==> src/hw/rtl/aetd_pkg.sv <==
// Shared types and constants of the escape sequence decoder.
// Holds command codes, sequence phases, byte classes and the
// controller/datapath interface structs. No dependencies.
package aetd_pkg;

    // Result field widths and the per-byte result limit
    localparam int ARG_W     = 9;
    localparam int CMD_W     = 5;
    localparam int RES_LIMIT = 8;
    localparam int EMIT_W    = 3;

    // Byte values
    localparam logic [7:0] CH_CR     = 8'h0D;
    localparam logic [7:0] CH_LF     = 8'h0A;
    localparam logic [7:0] CH_ESC    = 8'h1B;
    localparam logic [7:0] CH_DEL    = 8'h7F;
    localparam logic [7:0] CH_SPACE  = 8'h20;
    localparam logic [7:0] CH_LBRK   = "[";
    localparam logic [7:0] CH_SEMI   = ";";
    localparam logic [7:0] CH_0      = "0";
    localparam logic [7:0] CH_9      = "9";
    localparam logic [7:0] CH_FIN_R  = "r";
    localparam logic [7:0] CH_FIN_H  = "H";
    localparam logic [7:0] CH_FIN_F  = "f";
    localparam logic [7:0] CH_FIN_A  = "A";
    localparam logic [7:0] CH_FIN_B  = "B";
    localparam logic [7:0] CH_FIN_C  = "C";
    localparam logic [7:0] CH_FIN_D  = "D";
    localparam logic [7:0] CH_FIN_M  = "m";
    localparam logic [7:0] CH_FIN_J  = "J";
    localparam logic [7:0] CH_FIN_K  = "K";
    localparam logic [7:0] CH_FIN_L  = "L";
    localparam logic [7:0] CH_FIN_DL = "M";

    // Display commands
    typedef enum logic [CMD_W-1:0] {
        CMD_PUT_CHAR      = 5'd0,
        CMD_CR            = 5'd1,
        CMD_LF            = 5'd2,
        CMD_LEFT          = 5'd3,
        CMD_MOVE          = 5'd4,
        CMD_HOME          = 5'd5,
        CMD_ERASE_EOS     = 5'd6,
        CMD_ERASE_SCREEN  = 5'd7,
        CMD_ERASE_EOL     = 5'd8,
        CMD_ERASE_LINE    = 5'd9,
        CMD_INS_LINE      = 5'd10,
        CMD_DEL_LINE      = 5'd11,
        CMD_ATTR_NORMAL   = 5'd12,
        CMD_ATTR_BOLD     = 5'd13,
        CMD_ATTR_BLINK    = 5'd14,
        CMD_ATTR_REVERSE  = 5'd15,
        CMD_DROPPED       = 5'd16
    } cmd_t;

    // Sequence phases
    typedef enum logic [2:0] {
        PH_IDLE,
        PH_ESC,
        PH_FIRST,
        PH_COLLECT,
        PH_STALL,
        PH_ATTR
    } phase_t;

    // Final byte kinds
    typedef enum logic [3:0] {
        FIN_NONE,
        FIN_CONSUME,
        FIN_LEFT,
        FIN_CURSOR,
        FIN_ERASE_SCR,
        FIN_ERASE_LN,
        FIN_INS,
        FIN_DEL,
        FIN_ATTR
    } fin_t;

    // Attribute kinds carried per stored value
    typedef enum logic [1:0] {
        ATTR_NORMAL,
        ATTR_BOLD,
        ATTR_BLINK,
        ATTR_REVERSE
    } attr_t;

    // Argument source of a loaded result
    typedef enum logic [1:0] {
        ARG_ZERO,
        ARG_CHAR,
        ARG_MOVE
    } argsel_t;

    typedef struct packed {
        logic is_esc;
        logic is_cr;
        logic is_lf;
        logic is_lbrk;
        logic is_digit;
        logic is_semi;
        fin_t fin;
    } chr_class_t;

    // Datapath to controller
    typedef struct packed {
        chr_class_t cls;
        logic       count_zero;
        logic       count_two;
        logic       first_zero;
        logic       first_two;
        logic       attr_any;
        logic       attr_last;
        logic       out_free;
    } dp_status_t;

    // Controller to datapath
    typedef struct packed {
        logic    seq_clear;
        logic    digit;
        logic    run_end;
        logic    out_load;
        cmd_t    out_cmd;
        argsel_t arg_sel;
        logic    attr_start;
        logic    attr_step;
    } ctrl_cmd_t;

    // Map a byte to its final kind
    function automatic fin_t fin_of(input logic [7:0] c);
        fin_t f;
        case (c)
            CH_FIN_R, CH_FIN_F, CH_FIN_A, CH_FIN_B, CH_FIN_C: f = FIN_CONSUME;
            CH_FIN_D:  f = FIN_LEFT;
            CH_FIN_H:  f = FIN_CURSOR;
            CH_FIN_J:  f = FIN_ERASE_SCR;
            CH_FIN_K:  f = FIN_ERASE_LN;
            CH_FIN_L:  f = FIN_INS;
            CH_FIN_DL: f = FIN_DEL;
            CH_FIN_M:  f = FIN_ATTR;
            default:   f = FIN_NONE;
        endcase
        return f;
    endfunction

endpackage

==> src/hw/rtl/ansi_escape_terminal_decoder_unit.sv <==
// Top level of the escape sequence decoder: aetd_ctrl plus aetd_dpath.
// Depends on aetd_pkg, aetd_ctrl and aetd_dpath.

// Decodes console output bytes into display commands, one byte per beat on
// s_*, one command per beat on m_* with m_last on the final command of a
// byte. Every byte, whether or not it gives a command, needs the single
// result register free (empty, or drained in the same cycle), so a stalled
// m_ready holds off s_ready. After an 'm' final with one or more of the values
// 0, 1, 5 or 7, the attribute walk owns the result register and loads one
// attribute command each time it is free (at most eight); no byte is taken in
// that time. Values saturate at VALUE_MAX and runs past MAX_PARAMS are
// ignored. No clearing pass after reset.
module ansi_escape_terminal_decoder_unit #(
    parameter int MAX_PARAMS = 8,
    parameter int VALUE_MAX  = 255
) (
    input  logic                               aclk,
    input  logic                               aresetn,
    input  logic                               s_valid,
    output logic                               s_ready,
    input  logic [7:0]                         s_char_in,
    output logic                               m_valid,
    input  logic                               m_ready,
    output logic [aetd_pkg::CMD_W-1:0]         m_command,
    output logic signed [aetd_pkg::ARG_W-1:0]  m_arg_a,
    output logic signed [aetd_pkg::ARG_W-1:0]  m_arg_b,
    output logic                               m_last
);
    import aetd_pkg::*;

    dp_status_t stat;
    ctrl_cmd_t  cmd;

    aetd_ctrl u_ctrl (
        .aclk    (aclk),
        .aresetn (aresetn),
        .s_valid (s_valid),
        .s_ready (s_ready),
        .stat    (stat),
        .cmd     (cmd)
    );

    aetd_dpath #(
        .MAX_PARAMS (MAX_PARAMS),
        .VALUE_MAX  (VALUE_MAX)
    ) u_dpath (
        .aclk      (aclk),
        .aresetn   (aresetn),
        .s_char_in (s_char_in),
        .m_ready   (m_ready),
        .cmd       (cmd),
        .stat      (stat),
        .m_valid   (m_valid),
        .m_command (m_command),
        .m_arg_a   (m_arg_a),
        .m_arg_b   (m_arg_b),
        .m_last    (m_last)
    );

    // A byte is never taken while an untaken result sits in the register
    assert property (@(posedge aclk) disable iff (!aresetn)
        (s_valid && s_ready) |-> (!m_valid || m_ready))
        else $error("byte taken while result register blocked");

    // Only attribute commands may be followed by more commands of the same byte
    assert property (@(posedge aclk) disable iff (!aresetn)
        (m_valid && (m_command != CMD_ATTR_NORMAL) && (m_command != CMD_ATTR_BOLD)
         && (m_command != CMD_ATTR_BLINK) && (m_command != CMD_ATTR_REVERSE))
        |-> m_last)
        else $error("non-attribute command without last");

    // A result without m_last is always followed by another valid result
    assert property (@(posedge aclk) disable iff (!aresetn)
        (m_valid && !m_last) |=> m_valid)
        else $error("attribute burst broken off");

endmodule

==> src/hw/rtl/aetd_ctrl.sv <==
// Sequence controller of the escape sequence decoder.
// Tracks the sequence phase and issues commands to aetd_dpath.
// Depends on aetd_pkg.
module aetd_ctrl (
    input  logic                   aclk,
    input  logic                   aresetn,
    input  logic                   s_valid,
    output logic                   s_ready,
    input  aetd_pkg::dp_status_t   stat,
    output aetd_pkg::ctrl_cmd_t    cmd
);
    import aetd_pkg::*;

    phase_t phase_reg;
    phase_t phase_next;
    logic   accept;

    // Take a beat only when the output slot can be loaded
    assign s_ready = (phase_reg != PH_ATTR) && stat.out_free;
    assign accept  = s_valid && s_ready;

    // Next phase
    always_comb begin
        phase_next = phase_reg;
        case (phase_reg)
            PH_IDLE: begin
                if (accept && stat.cls.is_esc) begin
                    phase_next = PH_ESC;
                end
            end
            PH_ESC: begin
                if (accept) begin
                    if (stat.cls.is_esc) begin
                        phase_next = PH_IDLE;
                    end else if (stat.cls.is_lbrk) begin
                        phase_next = PH_FIRST;
                    end else begin
                        phase_next = PH_STALL;
                    end
                end
            end
            PH_FIRST, PH_COLLECT: begin
                if (accept) begin
                    if (stat.cls.is_esc) begin
                        phase_next = PH_IDLE;
                    end else if (stat.cls.is_digit || stat.cls.is_semi) begin
                        phase_next = PH_COLLECT;
                    end else if (stat.cls.fin == FIN_ATTR) begin
                        phase_next = (!stat.count_zero && stat.attr_any) ? PH_ATTR : PH_IDLE;
                    end else if (stat.cls.fin != FIN_NONE) begin
                        phase_next = PH_IDLE;
                    end else if (phase_reg == PH_FIRST) begin
                        phase_next = PH_COLLECT;
                    end else begin
                        phase_next = PH_STALL;
                    end
                end
            end
            PH_STALL: begin
                if (accept && stat.cls.is_esc) begin
                    phase_next = PH_IDLE;
                end
            end
            PH_ATTR: begin
                if (stat.out_free && stat.attr_last) begin
                    phase_next = PH_IDLE;
                end
            end
            default: phase_next = PH_IDLE;
        endcase
    end

    // Datapath commands
    always_comb begin
        cmd            = '0;
        cmd.out_cmd    = CMD_PUT_CHAR;
        cmd.arg_sel    = ARG_ZERO;
        case (phase_reg)
            PH_IDLE: begin
                if (accept) begin
                    if (stat.cls.is_esc) begin
                        cmd.seq_clear = 1'b1;
                    end else if (stat.cls.is_cr) begin
                        cmd.out_load = 1'b1;
                        cmd.out_cmd  = CMD_CR;
                    end else if (stat.cls.is_lf) begin
                        cmd.out_load = 1'b1;
                        cmd.out_cmd  = CMD_LF;
                    end else begin
                        cmd.out_load = 1'b1;
                        cmd.out_cmd  = CMD_PUT_CHAR;
                        cmd.arg_sel  = ARG_CHAR;
                    end
                end
            end
            PH_ESC, PH_STALL: begin
                if (accept && stat.cls.is_esc) begin
                    cmd.out_load = 1'b1;
                    cmd.out_cmd  = CMD_DROPPED;
                end
            end
            PH_FIRST, PH_COLLECT: begin
                if (accept) begin
                    if (stat.cls.is_esc) begin
                        cmd.out_load = 1'b1;
                        cmd.out_cmd  = CMD_DROPPED;
                    end else if (stat.cls.is_digit) begin
                        cmd.digit = 1'b1;
                    end else if (stat.cls.is_semi) begin
                        cmd.run_end = 1'b1;
                    end else begin
                        case (stat.cls.fin)
                            FIN_LEFT: begin
                                cmd.out_load = 1'b1;
                                cmd.out_cmd  = CMD_LEFT;
                            end
                            FIN_CURSOR: begin
                                if (stat.count_two) begin
                                    cmd.out_load = 1'b1;
                                    cmd.out_cmd  = CMD_MOVE;
                                    cmd.arg_sel  = ARG_MOVE;
                                end else if (stat.count_zero) begin
                                    cmd.out_load = 1'b1;
                                    cmd.out_cmd  = CMD_HOME;
                                end
                            end
                            FIN_ERASE_SCR: begin
                                if (stat.count_zero || stat.first_zero) begin
                                    cmd.out_load = 1'b1;
                                    cmd.out_cmd  = CMD_ERASE_EOS;
                                end else if (stat.first_two) begin
                                    cmd.out_load = 1'b1;
                                    cmd.out_cmd  = CMD_ERASE_SCREEN;
                                end
                            end
                            FIN_ERASE_LN: begin
                                if (stat.count_zero || stat.first_zero) begin
                                    cmd.out_load = 1'b1;
                                    cmd.out_cmd  = CMD_ERASE_EOL;
                                end else if (stat.first_two) begin
                                    cmd.out_load = 1'b1;
                                    cmd.out_cmd  = CMD_ERASE_LINE;
                                end
                            end
                            FIN_INS: begin
                                cmd.out_load = 1'b1;
                                cmd.out_cmd  = CMD_INS_LINE;
                            end
                            FIN_DEL: begin
                                cmd.out_load = 1'b1;
                                cmd.out_cmd  = CMD_DEL_LINE;
                            end
                            FIN_ATTR: begin
                                if (stat.count_zero) begin
                                    cmd.out_load = 1'b1;
                                    cmd.out_cmd  = CMD_ATTR_NORMAL;
                                end else if (stat.attr_any) begin
                                    cmd.attr_start = 1'b1;
                                end
                            end
                            FIN_CONSUME: begin
                            end
                            FIN_NONE: begin
                                // stray byte after '[' only splits digit runs
                                if (phase_reg == PH_FIRST) begin
                                    cmd.run_end = 1'b1;
                                end
                            end
                            default: begin
                            end
                        endcase
                    end
                end
            end
            PH_ATTR: begin
                if (stat.out_free) begin
                    cmd.attr_step = 1'b1;
                end
            end
            default: begin
            end
        endcase
    end

    // Phase register
    always_ff @(posedge aclk) begin
        if (!aresetn) begin
            phase_reg <= PH_IDLE;
        end else begin
            phase_reg <= phase_next;
        end
    end

endmodule

==> src/hw/rtl/aetd_dpath.sv <==
// Datapath of the escape sequence decoder: byte classing, value
// collection, attribute list walk and the result register.
// Depends on aetd_pkg.
module aetd_dpath #(
    parameter int MAX_PARAMS = 8,
    parameter int VALUE_MAX  = 255
) (
    input  logic                               aclk,
    input  logic                               aresetn,
    input  logic [7:0]                         s_char_in,
    input  logic                               m_ready,
    input  aetd_pkg::ctrl_cmd_t                cmd,
    output aetd_pkg::dp_status_t               stat,
    output logic                               m_valid,
    output logic [aetd_pkg::CMD_W-1:0]         m_command,
    output logic signed [aetd_pkg::ARG_W-1:0]  m_arg_a,
    output logic signed [aetd_pkg::ARG_W-1:0]  m_arg_b,
    output logic                               m_last
);
    import aetd_pkg::*;

    localparam int VW    = $clog2(VALUE_MAX + 1);
    localparam int SUM_W = VW + 4;
    localparam int CNT_W = $clog2(MAX_PARAMS + 1);
    localparam int IDX_W = $clog2(MAX_PARAMS);
    localparam int EW    = (VW + 1 > ARG_W) ? VW + 1 : ARG_W;

    // Attribute kind of a value; flag is low for values that give no command
    function automatic logic [2:0] attr_of(input logic [VW-1:0] v);
        logic [2:0] r;
        r = {1'b0, ATTR_NORMAL};
        if (v == VW'(0)) begin
            r = {1'b1, ATTR_NORMAL};
        end else if (v == VW'(1)) begin
            r = {1'b1, ATTR_BOLD};
        end else if (v == VW'(5)) begin
            r = {1'b1, ATTR_BLINK};
        end else if (v == VW'(7)) begin
            r = {1'b1, ATTR_REVERSE};
        end
        return r;
    endfunction

    logic                    in_run_reg, in_run_next;
    logic                    extra_reg, extra_next;
    logic [CNT_W-1:0]        count_reg, count_next;
    logic [VW-1:0]           acc_reg, acc_next;
    logic [VW-1:0]           val_reg [2];
    logic [MAX_PARAMS-1:0]   attr_flag_reg;
    attr_t                   attr_code_reg [MAX_PARAMS];
    logic [MAX_PARAMS-1:0]   emask_reg, emask_next;
    logic [EMIT_W-1:0]       emit_cnt_reg, emit_cnt_next;

    logic                    out_valid_reg;
    cmd_t                    cmd_reg;
    logic signed [ARG_W-1:0] arg_a_reg, arg_b_reg;
    logic                    last_reg;

    logic [3:0]              digit;
    logic [SUM_W-1:0]        acc_ext, sum;
    logic [VW-1:0]           acc_sat;
    logic                    has_room;
    logic                    wr_en;
    logic [CNT_W-1:0]        wr_idx;
    logic [VW-1:0]           wr_val;
    logic [2:0]              wr_attr;
    logic [MAX_PARAMS-1:0]   below;
    logic [MAX_PARAMS-1:0]   lowest, rest;
    logic [1:0]              sel_code;
    attr_t                   sel_attr;
    cmd_t                    attr_cmd;
    logic                    out_free;
    logic [EW-1:0]           row_m1, col_m1;

    // Classify the incoming byte
    assign stat.cls.is_esc   = (s_char_in == CH_ESC);
    assign stat.cls.is_cr    = (s_char_in == CH_CR);
    assign stat.cls.is_lf    = (s_char_in == CH_LF);
    assign stat.cls.is_lbrk  = (s_char_in == CH_LBRK);
    assign stat.cls.is_digit = (s_char_in >= CH_0) && (s_char_in <= CH_9);
    assign stat.cls.is_semi  = (s_char_in == CH_SEMI);
    assign stat.cls.fin      = fin_of(s_char_in);

    // Decimal accumulate with saturation
    assign digit    = 4'(s_char_in - CH_0);
    assign acc_ext  = SUM_W'(acc_reg);
    assign sum      = (acc_ext << 3) + (acc_ext << 1) + SUM_W'(digit);
    assign acc_sat  = (sum > SUM_W'(VALUE_MAX)) ? VW'(VALUE_MAX) : sum[VW-1:0];
    assign has_room = (count_reg != CNT_W'(MAX_PARAMS));

    // Value collection
    always_comb begin
        in_run_next = in_run_reg;
        extra_next  = extra_reg;
        count_next  = count_reg;
        acc_next    = acc_reg;
        wr_en       = 1'b0;
        wr_idx      = count_reg;
        wr_val      = acc_sat;
        if (cmd.seq_clear) begin
            in_run_next = 1'b0;
            extra_next  = 1'b0;
            count_next  = '0;
        end else if (cmd.run_end) begin
            in_run_next = 1'b0;
        end else if (cmd.digit) begin
            if (!in_run_reg) begin
                in_run_next = 1'b1;
                if (has_room) begin
                    wr_en      = 1'b1;
                    wr_idx     = count_reg;
                    wr_val     = VW'(digit);
                    acc_next   = VW'(digit);
                    count_next = count_reg + CNT_W'(1);
                    extra_next = 1'b0;
                end else begin
                    extra_next = 1'b1;
                end
            end else if (!extra_reg && (count_reg != '0)) begin
                wr_en    = 1'b1;
                wr_idx   = count_reg - CNT_W'(1);
                wr_val   = acc_sat;
                acc_next = acc_sat;
            end
        end
    end

    assign wr_attr = attr_of(wr_val);

    // Store values and their attribute kinds
    always_ff @(posedge aclk) begin
        acc_reg <= acc_next;
        if (wr_en) begin
            attr_code_reg[wr_idx[IDX_W-1:0]] <= attr_t'(wr_attr[1:0]);
            if (wr_idx == CNT_W'(0)) begin
                val_reg[0] <= wr_val;
            end
            if (wr_idx == CNT_W'(1)) begin
                val_reg[1] <= wr_val;
            end
        end
    end

    always_ff @(posedge aclk) begin
        if (!aresetn) begin
            in_run_reg    <= 1'b0;
            extra_reg     <= 1'b0;
            count_reg     <= '0;
            attr_flag_reg <= '0;
        end else begin
            in_run_reg <= in_run_next;
            extra_reg  <= extra_next;
            count_reg  <= count_next;
            if (wr_en) begin
                attr_flag_reg[wr_idx[IDX_W-1:0]] <= wr_attr[2];
            end
        end
    end

    // Attribute list walk: lowest pending entry first
    always_comb begin
        for (int i = 0; i < MAX_PARAMS; i++) begin
            below[i] = (CNT_W'(i) < count_reg);
        end
    end

    assign lowest = emask_reg & (~emask_reg + MAX_PARAMS'(1));
    assign rest   = emask_reg & ~lowest;

    always_comb begin
        sel_code = '0;
        for (int i = 0; i < MAX_PARAMS; i++) begin
            sel_code = sel_code | ({2{lowest[i]}} & attr_code_reg[i]);
        end
    end

    assign sel_attr = attr_t'(sel_code);

    always_comb begin
        case (sel_attr)
            ATTR_NORMAL:  attr_cmd = CMD_ATTR_NORMAL;
            ATTR_BOLD:    attr_cmd = CMD_ATTR_BOLD;
            ATTR_BLINK:   attr_cmd = CMD_ATTR_BLINK;
            ATTR_REVERSE: attr_cmd = CMD_ATTR_REVERSE;
            default:      attr_cmd = CMD_ATTR_NORMAL;
        endcase
    end

    always_comb begin
        emask_next    = emask_reg;
        emit_cnt_next = emit_cnt_reg;
        if (cmd.attr_start) begin
            emask_next    = attr_flag_reg & below;
            emit_cnt_next = '0;
        end else if (cmd.attr_step) begin
            emask_next    = rest;
            emit_cnt_next = emit_cnt_reg + EMIT_W'(1);
        end
    end

    always_ff @(posedge aclk) begin
        if (!aresetn) begin
            emask_reg    <= '0;
            emit_cnt_reg <= '0;
        end else begin
            emask_reg    <= emask_next;
            emit_cnt_reg <= emit_cnt_next;
        end
    end

    // Cursor move arguments, value minus one
    assign row_m1 = EW'(val_reg[0]) - EW'(1);
    assign col_m1 = EW'(val_reg[1]) - EW'(1);

    // Result register
    assign out_free = !out_valid_reg || m_ready;

    always_ff @(posedge aclk) begin
        if (cmd.out_load) begin
            cmd_reg  <= cmd.out_cmd;
            last_reg <= 1'b1;
            case (cmd.arg_sel)
                ARG_CHAR: begin
                    arg_a_reg <= signed'({1'b0,
                        (s_char_in == CH_DEL) ? CH_SPACE : s_char_in});
                    arg_b_reg <= '0;
                end
                ARG_MOVE: begin
                    arg_a_reg <= signed'(row_m1[ARG_W-1:0]);
                    arg_b_reg <= signed'(col_m1[ARG_W-1:0]);
                end
                default: begin
                    arg_a_reg <= '0;
                    arg_b_reg <= '0;
                end
            endcase
        end else if (cmd.attr_step) begin
            cmd_reg   <= attr_cmd;
            last_reg  <= stat.attr_last;
            arg_a_reg <= '0;
            arg_b_reg <= '0;
        end
    end

    always_ff @(posedge aclk) begin
        if (!aresetn) begin
            out_valid_reg <= 1'b0;
        end else if (cmd.out_load || cmd.attr_step) begin
            out_valid_reg <= 1'b1;
        end else if (m_ready) begin
            out_valid_reg <= 1'b0;
        end
    end

    // Status to the controller
    assign stat.count_zero = (count_reg == '0);
    assign stat.count_two  = (count_reg == CNT_W'(2));
    assign stat.first_zero = (val_reg[0] == '0);
    assign stat.first_two  = (val_reg[0] == VW'(2));
    assign stat.attr_any   = |(attr_flag_reg & below);
    assign stat.attr_last  = (rest == '0) || (emit_cnt_reg == EMIT_W'(RES_LIMIT - 1));
    assign stat.out_free   = out_free;

    assign m_valid   = out_valid_reg;
    assign m_command = cmd_reg;
    assign m_arg_a   = arg_a_reg;
    assign m_arg_b   = arg_b_reg;
    assign m_last    = last_reg;

endmodule

==> config.mk <==
export PLATFORM = sky130hd
export DESIGN_NAME = ansi_escape_terminal_decoder_unit
export DESIGN_NICKNAME = d
export VERILOG_FILES = /design/src/hw/rtl/aetd_pkg.sv /design/src/hw/rtl/ansi_escape_terminal_decoder_unit.sv /design/src/hw/rtl/aetd_ctrl.sv /design/src/hw/rtl/aetd_dpath.sv
export SDC_FILE = /design/constraint.sdc
export NUM_CORES = 1
export LEC_CHECK = 0
export BUFFER_PORTS_ARGS = -buffer_cell sky130_fd_sc_hd__buf_2
export CAP_MARGIN = 20
export CORE_MARGIN = 1.5
export CORE_UTILIZATION = 40
export CTS_CLUSTER_DIAMETER = 150
export DETAILED_ROUTE_END_ITERATION = 8
export PLACE_DENSITY = 0.58
export SETUP_SLACK_MARGIN = 0.02
export SLEW_MARGIN = 20
export SYNTH_ARGS = -nofsm -noshare
export SYNTH_HDL_FRONTEND = slang
export SYNTH_SLANG_ARGS = --single-unit
==> constraint.sdc <==
create_clock -name aclk -period 3.9 [get_ports aclk]
set_input_delay 0.78 -clock aclk [delete_from_list [all_inputs] [get_ports aclk]]
set_output_delay 0.78 -clock aclk [all_outputs]
set_load 0.1 [all_outputs]
# Word-level counts from Yosys, hierarchy flattened

Memory sizes are Yosys's and may differ from the RTL's.
Index checks and enable logic that the tools add are counted.

Word-level logic and storage cells: 259
Output and inout bits: 26
Bits in registers: 61
Memories: 2
Bits in writable memories: 32
Input bits: 12

Equal/unequal tests: 50
Magnitude comparators: 13
Add/sub/neg operators: 9
Bitwise logic cells: 24
Mux-type cells: 106
Reduce and logical (&&, ||, !) cells: 42

Memory list:

| memory                | words | width | rd ports | clocked after Yosys merged registers in | wr ports | line             | RTL |
|---|---|---|---|---|---|---|---|
| u_dpath.attr_code_reg | 8     | 2     | 8        | 0                                       | 1        | aetd_dpath.sv:50 | `attr_t attr_code_reg [MAX_PARAMS];` |
| u_dpath.val_reg       | 2     | 8     | 2        | 0                                       | 1        | aetd_dpath.sv:48 | `logic [VW-1:0] val_reg [2];` |

Operators by type and width:

| operator              | count |
|---|---|
| $mux W8               | 15 |
| $eq A8 B7 Y1 const B  | 14 |
| $mux W6               | 10 |
| $mux W3               | 18 |
| $mux W9               | 5 |
| $pmux W6 S7           | 1 |
| $mux W1               | 34 |
| $pmux W4 S8           | 1 |
| $and A8 B8 Y8         | 3 |
| $logic_not A8 Y1      | 3 |
| $mux W4               | 5 |
| $pmux W5 S4           | 1 |
| $pmux W6 S3           | 1 |
| $pmux W9 S2           | 1 |
| $sub A8 B1 Y9 const B | 2 |
| $and A2 B2 Y2         | 8 |
| $eq A4 B3 Y1 const B  | 4 |
| $eq A8 B3 Y1 const B  | 2 |
| $eq A8 B4 Y1 const B  | 2 |
| $lt A3 B4 Y1 const A  | 4 |
| $not A8 Y8            | 2 |
| $reduce_or A8 Y1      | 2 |
| $pmux W3 S5           | 1 |
| $or A2 B2 Y2          | 7 |
| other kinds (51)      | 98 |

# Longest topological paths before layout

Word-level depth: 20
Depth in mapped cells: 12
Depth with buffers taken out: 10

# By module

From an unflattened synthesis, not the netlist that was laid out.

Cell total of the unflattened synthesis: 625
Area, all modules: 5919.4 µm²

By module, submodules not included:

| module     | times used | cells each | area each (µm²) |
|---|---|---|---|
| aetd_dpath | 1          | 526        | 5275.1 |
| aetd_ctrl  | 1          | 99         | 644.4 |

# Least setup slack after synthesis

OpenSTA, ideal clock, no wires.

Kind: input-to-reg
Start point: input port s_char_in[3]
End point: memory u_dpath.attr_code_reg[0][0] (netlist name) (data pin)
Path slack: -0.248 ns
Required time: 3.676 ns
Arrival: 3.925 ns
Cell stages on the path: 12
Buffers on the path: 2
Library setup time: 0.224 ns
Cells stage by stage: clkbuf_1 -> clkbuf_1 -> inv_1 -> fa_1 -> inv_1 -> ha_1 -> a21oi_1 -> o22ai_1 -> or2_2 -> a2111oi_0 -> o22ai_1 -> a21oi_1

Longest elaborated chain between the ends: 17
Elaborated cells on any way between the ends: 47

RTL lines:

| element                                                  | line                                    | RTL |
|---|---|---|
| start: declaration                                       | ansi_escape_terminal_decoder_unit.sv:21 | `input logic [7:0] s_char_in,` |
| branches (longest 11 deep; another with $add A12 B4 Y12) | n/a                                     |  |
| $mux W8 *                                                | aetd_dpath.sv:100                       | `if (cmd.seq_clear) begin` |
| $eq A8 B3 Y1                                             | aetd_dpath.sv:38                        | `end else if (v == VW'(7)) begin` |
| $mux W3                                                  | aetd_dpath.sv:38                        |  |
| $mux W3                                                  | aetd_dpath.sv:36                        | `end else if (v == VW'(5)) begin` |
| $mux W3                                                  | aetd_dpath.sv:34                        | `end else if (v == VW'(1)) begin` |
| $mux W3 *                                                | aetd_dpath.sv:32                        | `if (v == VW'(0)) begin` |
| via u_dpath.wr_attr[0]                                   | aetd_dpath.sv:66                        | `logic [2:0] wr_attr;` |
| end: declaration                                         | aetd_dpath.sv:50                        |  |

Mark *: on every way through the listed nets, which the timed path passes.

# Final worst setup path

Start point: input port s_char_in[3]
End point: memory u_dpath.attr_code_reg[6][1] (netlist name) (data pin)

Same word-level chain as after synthesis.

==> metrics.md <==
| Metric | Value |
|---|---|
| GRT overflow | `0` |
| Initial antenna violation count | `0` |
| Area of the die | `15,000 µm²` |
| Total Power | `2200 µW` |
| Hold Crit Class | `flip-flop to flip-flop` |
| Ys Warns | `0` |
| RSZ-0062 raised after global routing | `no` |
| Die W | `123 µm` |
| Worst EP required | `3.97 ns` |
| Post-synth EDFFs | `63` |
| Main synth FF type | `edfxtp_1` |
| Final setup fails | `0` |
| Gp weighted congestion | `0.917` |
| Vias in the first global route | `4,635` |
| Worst-path clk slew | `0.07 ns` |
| VDD IR max | `0.193 mV` |
| Io pins | `38` |
| Via/cell ratio | `5.84` |
| Postcts setup bufs | `0` |
| Post-Syn Area | `5720 µm²` |
| Synth top area share | `33.1%` |
| Crit-path cells | `buf_2, inv_1, fa_1, inv_1, ha_1, a21oi_1, o22ai_1, or2_2, a2111oi_2, nor2_1, a21oi_1` |
| Largest cells by area after synthesis | `edfxtp_1 (33%), dfxtp_1 (10%), ha_1 (5.7%), nor2_1 (5.1%), nand2_1 (3.5%)` |
| PostCTS Resize Cnt | `0` |
| Seq/Total Area, Yosys | `43.6%` |
| Mapped Avg Cell Area | `9.20 µm²` |
| Layout area overhead | `12.1%` |
| DP Wirelength | `10,900 µm` |
| Via Count | `4,888` |
| Slowest CP cell | `fa_1` |
| Max frequency | `296 MHz` |
| Kind of critical path | `primary input to flip-flop` |
| Drt drc | `0` |
| Die H | `123 µm` |
| Worst-Skew Late Latency | `0.35 ns` |
| Status | `complete, no violations` |
| Max-cap check violation count | `0` |
| Max-slew headroom | `46.8%` |
| Initial DRT Pass Iterations | `5` |
| Most common cell after layout, fill and taps aside | `nor2_1` |
| Share of layout cells above drive strength 1 | `13.9%` |
| Synth Register Bits | `93` |
| Most frequent cells in the layout | `nor2_1 (76), edfxtp_1 (63), nand2_1 (54)` |
| CP Capture Type | `flip-flop` |
| Clock Skew | `0.00986 ns` |
| Per-cell routed wire length | `17.4 µm` |
| ANT cells | `0` |
| IO Port Bufs | `37` |
| Core Region | `13,900 µm²` |
| Placed cells | `821` |
| CTS tree | `built` |
| Final cell count without fillers | `837` |
| Synth cell types | `76` |
| Max-slew violations | `0` |
| Pin count of the biggest net entering global routing | `26` |
| Cts hold-fix bufs | `0` |
| Final Hold Vio Count | `0` |
| PD cells | `343 nW/µm²` |
| Number of DRC markers in iteration 0 | `519` |
| Final Cycle Share | `86.6%` |
| Routed WL | `14,600 µm` |
| Ys async rst share | `0%` |
| Clock sink count | `93` |
| Worst path max stage delay | `0.60 ns` |
| Setup TNS | `0 ns` |
| Num CTS Buffers | `9` |
| Leak | `0.00236 µW` |
| Clock Tree Root | `clkbuf_16` |
| Startpoint types | `primary input` |
| # rows | `43` |
| Global-route wire length before repair | `23,600 µm` |
| Routed Antenna Nets | `0` |
| Cell taking the most area after synthesis | `edfxtp_1` |
| Overall Global Routing Usage | `20.2%` |
| Crit path time final | `3.38 ns` |
| Initial core utilization | `41.1%` |
| Mapped Cells | `622` |
| Syn_nets | `662` |
| Fin nets | `692` |
| Clock Path Buffers | `2` |
| Least-Margin Pin Slew | `0.795 ns` |
| CP arrival | `3.44 ns` |
| H-tree depth | `3` |
| Worst-path maximum fanout | `8` |
## Yosys cell counts (6+ instances only)
master,number
o31ai_1,7
or2_2,11
nand3_1,23
a31oi_1,6
dfxtp_1,30
nor2_1,77
inv_1,25
nand2_1,54
xnor2_1,10
a21oi_1,30
nand4_1,9
ha_1,26
nand2b_1,11
nor2b_1,15
o21ai_0,36
edfxtp_1,63
o32ai_1,6
clkbuf_1,24
xor2_1,12
nor4_1,12
a22oi_1,14
nor3_1,19
## cell type report
type / instances / area [µm²]
Fill cell: 1316 / 7520
Clock inverter: 7 / 73.8
Multi-Input combinational cell: 474 / 3030
Sequential cell: 93 / 2490
Inverter: 25 / 93.8
Tap cell: 180 / 225
Timing Repair Buffer: 49 / 275
Clock buffer: 9 / 225
## worst paths after layout
path | depth (start not counted) | slack, ns | end | from
setup / recovery | 11 | 0.52 | u_dpath.attr_code_reg[6][1] | s_char_in[3]
hold / removal | 2 | 0.46 | u_dpath.emit_cnt_reg[1] | u_dpath.emit_cnt_reg[1]
hold reg to reg | 2 | 0.46 | u_dpath.emit_cnt_reg[1] | u_dpath.emit_cnt_reg[1]
setup reg to reg | 9 | 0.65 | u_dpath.attr_code_reg[6][1] | u_dpath.acc_reg[0]
## cell families (layout without fill, tap and decap cells)
| kind of cell | after synthesis | count (layout) | synth area share, % |
|---|---|---|---|
| mux | 2 | 2 | 0.350 |
| simple gates | 273 | 273 | 24.6 |
| xor+xnor | 22 | 22 | 3.37 |
| compound gates | 149 | 149 | 18.0 |
| buf+inv | 55 | 90 | 3.81 |
| fa+ha+maj | 28 | 28 | 6.39 |
| flops | 93 | 93 | 43.6 |
## stage by stage
stage | hold WS (ns) | worst slack (ns) | cell area [µm²] | util [%]
after CTS | 0.465 | 0.497 | 6410 | 46.0
final | 0.464 | 0.523 | 6410 | 46.0
after floorplan | 0.440 | 0.0531 | 5740 | -
after global routing | 0.493 | 0.324 | 6410 | 46.0
after detailed placement | 0.455 | 0.160 | 6120 | 43.9
after global placement | 0.447 | 0.180 | 6120 | 43.9
## report_power, final
part	switching [µW]	internal [µW]
sequential	3.04	1060
clock	398	501
combinational	190	49.1
total	591	1610
## critical path: cells and delay by family
kind / cells / cell delay [ns]
AOI/OAI and AO/OA: 4 / 1.19
buffers and inverters: 3 / 0.21
adders and majority gates: 2 / 0.88
and+or+nand+nor: 2 / 0.39
## routing by layer
layer | vias to the layer above | wire length, µm | share of wire, % | track usage, %
li1 | 2369 | - | - | -
met4 | 0 | 293 | 2.0 | 7.05
met3 | 25 | 778 | 5.3 | 2.83
met2 | 178 | 6620 | 45 | 32.2
met5 | - | 0 | 0 | 0
met1 | 2316 | 6860 | 47 | 28.2
Power figures use the tool's default switching activity.
